<file path="config.mk">
export PLATFORM = sky130hd
export DESIGN_NAME = odo_ctrl
export DESIGN_NICKNAME = d
export VERILOG_FILES = /design/src/rtl/odo_pkg.sv /design/src/rtl/odo_ctrl.sv
export SDC_FILE = /design/constraint.sdc
export NUM_CORES = 1
export LEC_CHECK = 0
export ABC_AREA = 1
export BUFFER_PORTS_ARGS = -buffer_cell sky130_fd_sc_hd__buf_2
export CAP_MARGIN = 20
export CORE_MARGIN = 2
export CORE_UTILIZATION = 41
export CTS_CLUSTER_DIAMETER = 50
export DETAILED_ROUTE_END_ITERATION = 8
export PLACE_DENSITY_LB_ADDON = 0.08
export SLEW_MARGIN = 0
export SYNTH_ARGS = -nofsm -noshare
export SYNTH_HDL_FRONTEND = slang
export SYNTH_SLANG_ARGS = --single-unit
</file>
<file path="constraint.sdc">
create_clock -name clk_i -period 4.1 [get_ports clk_i]
set_clock_uncertainty 0.2 [all_clocks]
set_input_delay 0.82 -clock clk_i [delete_from_list [all_inputs] [get_ports clk_i]]
set_output_delay 0.82 -clock clk_i [all_outputs]
set_load 0.01 [all_outputs]
</file>
<file path="src/rtl/odo_pkg.sv">
// Shared types, constants and helper functions of the wheel odometry block.
package odo_pkg;

  localparam int unsigned IdxW           = 5;
  localparam int unsigned CordicStepsDef = 16;
  localparam int unsigned FracBitsDef    = 16;

  localparam logic [31:0] LengthPerCountRst = 32'd29127704;
  localparam logic [31:0] AnglePerLengthRst = 32'd6485370;
  localparam logic [31:0] CordicGain        = 32'd652032874;

  localparam logic RegLengthPerCount = 1'b0;
  localparam logic RegAnglePerLength = 1'b1;

  localparam logic signed [63:0] PosMax = 64'sh0000_7FFF_FFFF_FFFF;
  localparam logic signed [63:0] PosMin = 64'shFFFF_8000_0000_0000;

  typedef struct packed {
    logic            load;
    logic            clear;
    logic            wheel;
    logic            diff;
    logic            angle;
    logic            mid;
    logic            prep;
    logic            rot;
    logic            fix;
    logic            scale;
    logic            step;
    logic            update;
    logic [IdxW-1:0] idx;
  } cmd_t;

  function automatic logic [31:0] atan_angle(input logic [IdxW-1:0] i);
    logic [31:0] a;
    case (i)
      5'd0:    a = 32'd536870912;
      5'd1:    a = 32'd316933406;
      5'd2:    a = 32'd167458907;
      5'd3:    a = 32'd85004757;
      5'd4:    a = 32'd42667331;
      5'd5:    a = 32'd21354465;
      5'd6:    a = 32'd10679838;
      5'd7:    a = 32'd5340247;
      5'd8:    a = 32'd2670163;
      5'd9:    a = 32'd1335087;
      5'd10:   a = 32'd667544;
      5'd11:   a = 32'd333772;
      5'd12:   a = 32'd166886;
      5'd13:   a = 32'd83443;
      5'd14:   a = 32'd41722;
      5'd15:   a = 32'd20861;
      5'd16:   a = 32'd10430;
      5'd17:   a = 32'd5215;
      5'd18:   a = 32'd2608;
      5'd19:   a = 32'd1304;
      5'd20:   a = 32'd652;
      5'd21:   a = 32'd326;
      5'd22:   a = 32'd163;
      5'd23:   a = 32'd81;
      5'd24:   a = 32'd41;
      5'd25:   a = 32'd20;
      5'd26:   a = 32'd10;
      5'd27:   a = 32'd5;
      5'd28:   a = 32'd3;
      5'd29:   a = 32'd1;
      5'd30:   a = 32'd1;
      default: a = 32'd0;
    endcase
    return a;
  endfunction

  function automatic logic [47:0] sat48(input logic signed [63:0] v);
    logic [47:0] r;
    if (v > PosMax) begin
      r = PosMax[47:0];
    end else if (v < PosMin) begin
      r = PosMin[47:0];
    end else begin
      r = v[47:0];
    end
    return r;
  endfunction

endpackage

</file>
<file path="src/rtl/odo_ctrl.sv">
// Sequencer that steps one odometry item through the shared datapath.
module odo_ctrl #(
  parameter int unsigned CORDIC_STEPS = odo_pkg::CordicStepsDef
) (
  input  logic          clk_i,
  input  logic          rst_ni,
  input  logic          in_valid_i,
  input  logic          in_clear_i,
  input  logic          out_free_i,
  output logic          in_ready_o,
  output logic          out_load_o,
  output odo_pkg::cmd_t cmd_o
);

  typedef enum logic [11:0] {
    S_IDLE   = 12'b0000_0000_0001,
    S_WHEEL  = 12'b0000_0000_0010,
    S_DIFF   = 12'b0000_0000_0100,
    S_ANGLE  = 12'b0000_0000_1000,
    S_MID    = 12'b0000_0001_0000,
    S_PREP   = 12'b0000_0010_0000,
    S_ROT    = 12'b0000_0100_0000,
    S_FIX    = 12'b0000_1000_0000,
    S_SCALE  = 12'b0001_0000_0000,
    S_STEP   = 12'b0010_0000_0000,
    S_UPDATE = 12'b0100_0000_0000,
    S_OUT    = 12'b1000_0000_0000
  } state_e;

  localparam logic [odo_pkg::IdxW-1:0] LastRot   = odo_pkg::IdxW'(CORDIC_STEPS - 1);
  localparam logic [odo_pkg::IdxW-1:0] LastScale = odo_pkg::IdxW'(3);

  state_e                     state_q, state_d;
  logic [odo_pkg::IdxW-1:0]   cnt_q, cnt_d;

  always_comb begin
    state_d    = state_q;
    cnt_d      = cnt_q;
    cmd_o      = '0;
    cmd_o.idx  = cnt_q;
    in_ready_o = 1'b0;
    out_load_o = 1'b0;
    case (state_q)
      S_IDLE: begin
        in_ready_o = 1'b1;
        if (in_valid_i) begin
          cmd_o.load  = 1'b1;
          cmd_o.clear = in_clear_i;
          cnt_d       = '0;
          state_d     = in_clear_i ? S_OUT : S_WHEEL;
        end
      end
      S_WHEEL: begin
        cmd_o.wheel = 1'b1;
        if (cnt_q[0]) begin
          cnt_d   = '0;
          state_d = S_DIFF;
        end else begin
          cnt_d = cnt_q + 1'b1;
        end
      end
      S_DIFF: begin
        cmd_o.diff = 1'b1;
        state_d    = S_ANGLE;
      end
      S_ANGLE: begin
        cmd_o.angle = 1'b1;
        if (cnt_q[0]) begin
          cnt_d   = '0;
          state_d = S_MID;
        end else begin
          cnt_d = cnt_q + 1'b1;
        end
      end
      S_MID: begin
        cmd_o.mid = 1'b1;
        state_d   = S_PREP;
      end
      S_PREP: begin
        cmd_o.prep = 1'b1;
        cnt_d      = '0;
        state_d    = S_ROT;
      end
      S_ROT: begin
        cmd_o.rot = 1'b1;
        if (cnt_q == LastRot) begin
          cnt_d   = '0;
          state_d = S_FIX;
        end else begin
          cnt_d = cnt_q + 1'b1;
        end
      end
      S_FIX: begin
        cmd_o.fix = 1'b1;
        cnt_d     = '0;
        state_d   = S_SCALE;
      end
      S_SCALE: begin
        cmd_o.scale = 1'b1;
        if (cnt_q == LastScale) begin
          cnt_d   = '0;
          state_d = S_STEP;
        end else begin
          cnt_d = cnt_q + 1'b1;
        end
      end
      S_STEP: begin
        cmd_o.step = 1'b1;
        state_d    = S_UPDATE;
      end
      S_UPDATE: begin
        cmd_o.update = 1'b1;
        state_d      = S_OUT;
      end
      S_OUT: begin
        if (out_free_i) begin
          out_load_o = 1'b1;
          state_d    = S_IDLE;
        end
      end
      default: begin
        state_d = S_IDLE;
        cnt_d   = '0;
      end
    endcase
  end

  always_ff @(posedge clk_i or negedge rst_ni) begin
    if (!rst_ni) begin
      state_q <= S_IDLE;
      cnt_q   <= '0;
    end else begin
      state_q <= state_d;
      cnt_q   <= cnt_d;
    end
  end

`ifndef SYNTH
  a_clear_to_out: assert property (@(posedge clk_i) disable iff (!rst_ni)
    in_valid_i && in_ready_o && in_clear_i |=> state_q == S_OUT)
    else $error("clear item did not go straight to output");

  a_busy_after_accept: assert property (@(posedge clk_i) disable iff (!rst_ni)
    in_valid_i && in_ready_o |=> !in_ready_o)
    else $error("item accepted while busy");

  a_rot_advance: assert property (@(posedge clk_i) disable iff (!rst_ni)
    state_q == S_ROT && cnt_q != LastRot |=>
      state_q == S_ROT && cnt_q == odo_pkg::IdxW'($past(cnt_q) + 1'b1))
    else $error("rotation count skipped");

  a_rot_exit: assert property (@(posedge clk_i) disable iff (!rst_ni)
    state_q == S_ROT && cnt_q == LastRot |=> state_q == S_FIX)
    else $error("rotation loop overran");
`endif

endmodule

</file>
==> metrics.txt, run 1 <==
DRT Wirelength 2840 um; busiest grt layer met2; Hold Crit Class input pin to async pin; final hold slack 243 ps; CP max stage delay 410 ps; share of the synthesized area in the top cell type 31.0%; status complete, no violations; Clock Tree Buf Depth 2; # nets final 224; crit path to cmd_o[15]; CP Launch Type flop; Worst R2R Path Depth 11; PortBufs 23; Final Setup Violations 0; switching pwr 0.332 mW; CTS buffer count 3; CP Buf/Inv Count 1; Clk Latency, worst-skew pair 290 ps; core area 3030 um^2; Gate power share 55.0%; Worst-Margin Slew 402 ps; dominant delay contributor by cell family on the critical path simple AND/OR/NAND/NOR gates; DRC Markers 0; pwr/cell area 461 nW/um^2; Int Pwr 0.354 mW; row cnt 20; yosys warns 0; Worst path slowest cell dfrtp_1; max cap viols 0; final period utilization 65.8%; M1 GR Usage 26.3%; synthesized area 1290 um^2; Setup crit start state_q[4]$_DFFE_PN0P_; # Post-CTS Setup Buffers 0; P_leak 0.968 nW; post-cts resize count 0; WS Path Type flop to output port; setup_tns 0 ps; Fill cells 337; 1st-iter DRT viols 33; vias in the first global route 1104; n_diodes 0; R2R Setup Slk 2030 ps; initial core utilization 42.6%; EDFF count, synth 0; non-filler cells, final 258; Sink Count 17; crit path DAT 1680 ps; DR vias/cell 4.60; syn nets 196; Post-CTS Hold Buffers 0; gr usage total 18.6%; overall die height 60.1 um; mux contribution to synthesized area 0%; number of distinct library cells after synthesis 23; most frequent cell after synthesis inv_1; clock power share 13.1%; largest cells by area after synthesis dfrtp_1, inv_1, nand2_1, nor2_1, nand3_1; Syn Inst Count 187; commonest cells in the netlist inv_1, nand2_1, nor2_1; WP depth 6; CTS tree done; adder-cell share of the synthesized area 3.88%; Worst R2R Start cnt_q[0]$_DFFE_PN0P_; sequential-to-total area share from yosys stat 33.0%; Synth Area in XOR/XNOR 1.36%; Syn-to-layout area delta 15.2%; Routed Antenna Nets 0; Inst Count DP 254; num ports 24; Synth Register Bits 17; crit end category output port; drt pass-1 iters 4; largest net degree at the start of global routing 18; Crit path required time 3080 ps; ys async rst share 100%; die extent in x 60.1 um; Reg power frac 31.9%; initial antenna violation count 0; Vias 1187; slew margin rel. 73.2%; met2 GRT Util 29.3%; Routed wire per std cell 11.0 um; Sw Ratio 48.4%; post-synthesis compound-gate area fraction 5.23%; RSZ-0062 raised after global routing no; clk root buf clkbuf_4; Pwr Total 0.686 mW; R2R Path End state_q[0]$_DFFE_PN1P_; peak supply drop 216 uV; final hold violation count 0; DP Worst Slack 1730 ps; leading area contributor after synthesis dfrtp_1; crit-path cells nor2_2, nand2_4, nor2_4, nand2_1, nor3_1, buf_2; RePlAce Congestion 0.801; htree depth 1; Setup WS post-layout 1400 ps; syn_area_per_cell 6.91 um^2; first-pass GRT wire length 4990 um; largest family of logic cells by synthesized area simple AND/OR/NAND/NOR gates; Simple-Gate Fraction of Synth Area 43.1%; met3 usage 1.95%; Slew Viols, Final 0; Top FF cell, synth dfrtp_1; Clock Pin Slew Worst Setup and Hold Paths 100 ps; f_max 0.371 GHz; die area 3610 um^2; minimum clock period 2700 ps; CP Max Fanout 6; layout cells sized above 1 24.3%; HPWL after DPL 2370 um; total grt overflow 0
sequential cells by signal, summed over array words and instances (netlist names):
register and cells:
cnt_q 5, state_q 12
worst reg2reg max path: cells and delay by family (launching register included):
family        cells  cell delay, ps
simple gates      8             870
flops             1             470
fa+ha+maj         2             410
buf+inv           1              60
per-layer routing:
metal	vias up	share of wire (%)	wire, um
met5	-	0	0
met4	0	1.2	33
met3	4	3.3	93
met2	24	48	1380
met1	536	47	1340
li1	623	-	-
logic make-up (layout without fill, tap and decap cells):
family | after synthesis | count (layout)
and+or+nand+nor | 105 | 105
buffers and inverters | 46 | 73
DFF | 17 | 17
AOI/OAI and AO/OA | 13 | 13
adders and majority gates | 4 | 4
xor gates and xnor gates | 2 | 2
worst min path at each step:
stage                           startpoint  cells after the start                     end  slack, ps
detailed placement  state_q[3]$_DFFE_PN0P_                      2  state_q[3]$_DFFE_PN0P_        320
CTS                                 rst_ni                      1    cnt_q[0]$_DFFE_PN0P_        240
global placement    state_q[3]$_DFFE_PN0P_                      2  state_q[3]$_DFFE_PN0P_        310
floorplan           state_q[3]$_DFFE_PN0P_                      2  state_q[3]$_DFFE_PN0P_        290
finish                              rst_ni                      1  state_q[3]$_DFFE_PN0P_        240
global route                        rst_ni                      1  state_q[1]$_DFFE_PN0P_        250
layout make-up:
cell class / instances / area (um^2) / area share [%]
clock buffers: 4 / 26.3 / 1.77
inverters: 46 / 173 / 11.6
multi-input cells: 124 / 692 / 46.5
flip-flops and latches: 17 / 427 / 28.7
well taps: 44 / 55.1 / 3.70
repair buffers: 23 / 115 / 7.74
per-stage QoR:
step           util, %  cell area (um^2)
2_1_floorplan        -              1290
3_3_place_gp      48.3              1460
3_5_place_dp      48.3              1460
4_1_cts           49.1              1490
5_1_grt           49.1              1490
6_report          49.1              1490
power by group through the flow:
stage / sequential, mW / combinational (mW) / clock (mW)
after floorplan: 0.220 / 0.287 / 0
after global routing: 0.226 / 0.425 / 0.104
after detailed placement: 0.223 / 0.377 / 0
after global placement: 0.222 / 0.373 / 0
after CTS: 0.220 / 0.380 / 0.0961
final: 0.219 / 0.377 / 0.0897
placed cells by master (no fill, tap or decap), drive strengths merged:
cell and n:
clkbuf 4, inv 46, o21ai 8, nor2 31, o21a 1, a21oi 4, dfrtp 16, and3 1
ha 4, nand2 48, nor3 4, xor2 2, buf 23, nand3 17, dfstp 1, nand4 4
Note: power is estimated with default switching activity, not from simulation.
==> run 2: changes to the inputs <==
Clock period 4.1 ns to 2.4 ns, I/O delays scaled along.
==> metrics.txt, run 2 (same netlist as run 1, synthesis figures left out) <==
initial antenna violation count 0 (unchanged); Syn-to-layout area delta 17.9% (was 15.2%); Routed Antenna Nets 0 (unchanged); Finished Cell Area 1520 um^2 (was 1490 um^2); CP Launch Type flop (unchanged); CP max stage delay 570 ps (was 410 ps); final hold violation count 0 (unchanged); layout cells sized above 1 25.8% (was 24.3%); RSZ-0062 raised after global routing yes (was no); drt pass-1 iters 4 (unchanged); number of flip-flops in the largest register 12 (unchanged); Crit path required time 1720 ps (was 3080 ps); clk root buf clkbuf_4 (unchanged); pwr/cell area 800 nW/um^2 (was 461 nW/um^2); Clock Pin Slew Worst Setup and Hold Paths 100 ps (about the same); crit-path cells nand2_1, nor2_1, nand2_2, nor3_1, buf_2 (was nor2_2, nand2_4, nor2_4, nand2_1, nor3_1, buf_2); PortBufs 23 (unchanged); vias in the first global route 1103 (was 1104); Worst-Margin Slew 398 ps (was 402 ps); WS Path Type flop to output port (unchanged); Vias 1221 (was 1187); final hold slack 269 ps (was 243 ps); die extent in x 60.1 um (unchanged); num ports 24 (unchanged); Clock Tree Buf Depth 2 (unchanged); CP Max Fanout 4 (was 6); Clk Latency, worst-skew pair 300 ps (was 290 ps); dominant delay contributor by cell family on the critical path simple AND/OR/NAND/NOR gates (unchanged); RePlAce Congestion 0.896 (was 0.801); die area 3610 um^2 (unchanged); HPWL after DPL 2450 um (was 2370 um); setup_tns 0 ps (unchanged); minimum clock period 2290 ps; placed cell area 1460 um^2 (unchanged); first-pass GRT wire length 4890 um (was 4990 um); status complete, no violations (unchanged); Routed wire per std cell 11.5 um (was 11.0 um); most frequent cells in the layout inv_1, nand2_1, buf_2 (unchanged); f_max 0.436 GHz; core area 3030 um^2 (unchanged); largest registers state_q (12), cnt_q (5) (unchanged); # nets final 227 (was 224); Fill cells 323 (was 337); max cap viols 0 (unchanged); most common cell after layout, fill and taps aside inv_1 (unchanged); largest net degree at the start of global routing 18 (unchanged); initial core utilization 42.6% (unchanged); Reg with most FFs state_q (unchanged); row cnt 20 (unchanged); DRC Markers 0 (unchanged); CTS tree done (unchanged); overall die height 60.1 um (unchanged); crit end category output port (unchanged); Sink Count 17 (unchanged); htree depth 1 (unchanged); Final Setup Violations 0 (unchanged); slew margin rel. 73.5% (was 73.2%); gr usage total 18.3% (was 18.6%); Worst path slowest cell dfstp_2 (was dfrtp_1); CTS buffer count 3 (unchanged); Hold Crit Class input pin to flop (was input pin to async pin); Slew Viols, Final 0 (unchanged); DR vias/cell 4.68 (was 4.60); crit path DAT 1610 ps (was 1680 ps); total grt overflow 0 (unchanged); DRT Wirelength 2990 um (was 2840 um); final period utilization 95.5%; n_diodes 0 (unchanged); 1st-iter DRT viols 40 (was 33); CP Buf/Inv Count 1 (unchanged); peak supply drop 522 uV (was 216 uV); P_leak 0.984 nW (was 0.968 nW)
[run 2: cell count changes in the layout (fill, tap and decap cells not counted), sizes merged]
cell / before / now
buf: 23 / 25
dlygate4sd3: 0 / 1
[run 2: what timing repair did]
item | in CTS | in global routing
hold endpoints to repair | 16 | 0
endpoints found under the setup margin | 0 | 4
buffers inserted | 0 | 2
hold buffers | 1 | 0
resized for setup | 0 | 3
[run 2: metrics by stage]
stage / util [%] / total power [mW] / std cells / worst slack, ps
floorplan: - / 0.867 / 187 / 522
global placement: 48.3 / 1.01 / 254 / 350
detailed placement: 48.3 / 1.02 / 254 / 346
CTS: 49.5 / 1.18 / 259 / 4.04
global route: 50.3 / 1.32 / 261 / -6.58
finish: 50.3 / 1.22 / 261 / 109
[run 2: layout make-up]
type	instances	area, um^2	area share, %
clock buffer	4	26.3	1.73
inverter	46	173	11.3
multi-input combinational	124	702	46.1
sequential	17	427	28.0
tap	44	55.1	3.62
timing repair buffer	26	140	9.20
[run 2: path summary, 6_finish.rpt]
path | start | slack [ps] | depth (start not counted) | to
setup / recovery | state_q[0]$_DFFE_PN1P_ | 110 | 5 | cmd_o[15]
hold / removal | in_clear_i | 270 | 4 | state_q[1]$_DFFE_PN0P_
setup reg to reg | cnt_q[0]$_DFFE_PN0P_ | 370 | 11 | state_q[1]$_DFFE_PN0P_
hold reg to reg | state_q[3]$_DFFE_PN0P_ | 340 | 2 | state_q[3]$_DFFE_PN0P_
max in group asynchronous | rst_ni | 1250 | 2 | state_q[0]$_DFFE_PN1P_
min in group asynchronous | rst_ni | 430 | 2 | cnt_q[2]$_DFFE_PN0P_
[run 2: worst register-to-register path: cells and delay by family, from the launching register on]
kind                     cells  cell delay [ps]
adder cells (fa/ha/maj)      2              400
AO/OA/AOI/OAI                1               60
flip-flops                   1              470
buffers and inverters        1               50
AND/OR/NAND/NOR              7              730
[run 2: layer usage]
layer  wire length (um)  vias up  share of wire, %  track usage (%)
li1                   -      629                 -                -
met5                  0        -                 0                0
met4                 30        0               1.0             6.67
met3                 90        4               3.0             1.95
met2               1450       18                48             30.4
met1               1420      570                48             24.2
[run 2: power breakdown]
part | switching [mW] | total, mW | internal (mW)
Combinational | 0.442 | 0.683 | 0.241
Clock | 0.0961 | 0.161 | 0.0647
Sequential | 0.0432 | 0.374 | 0.331
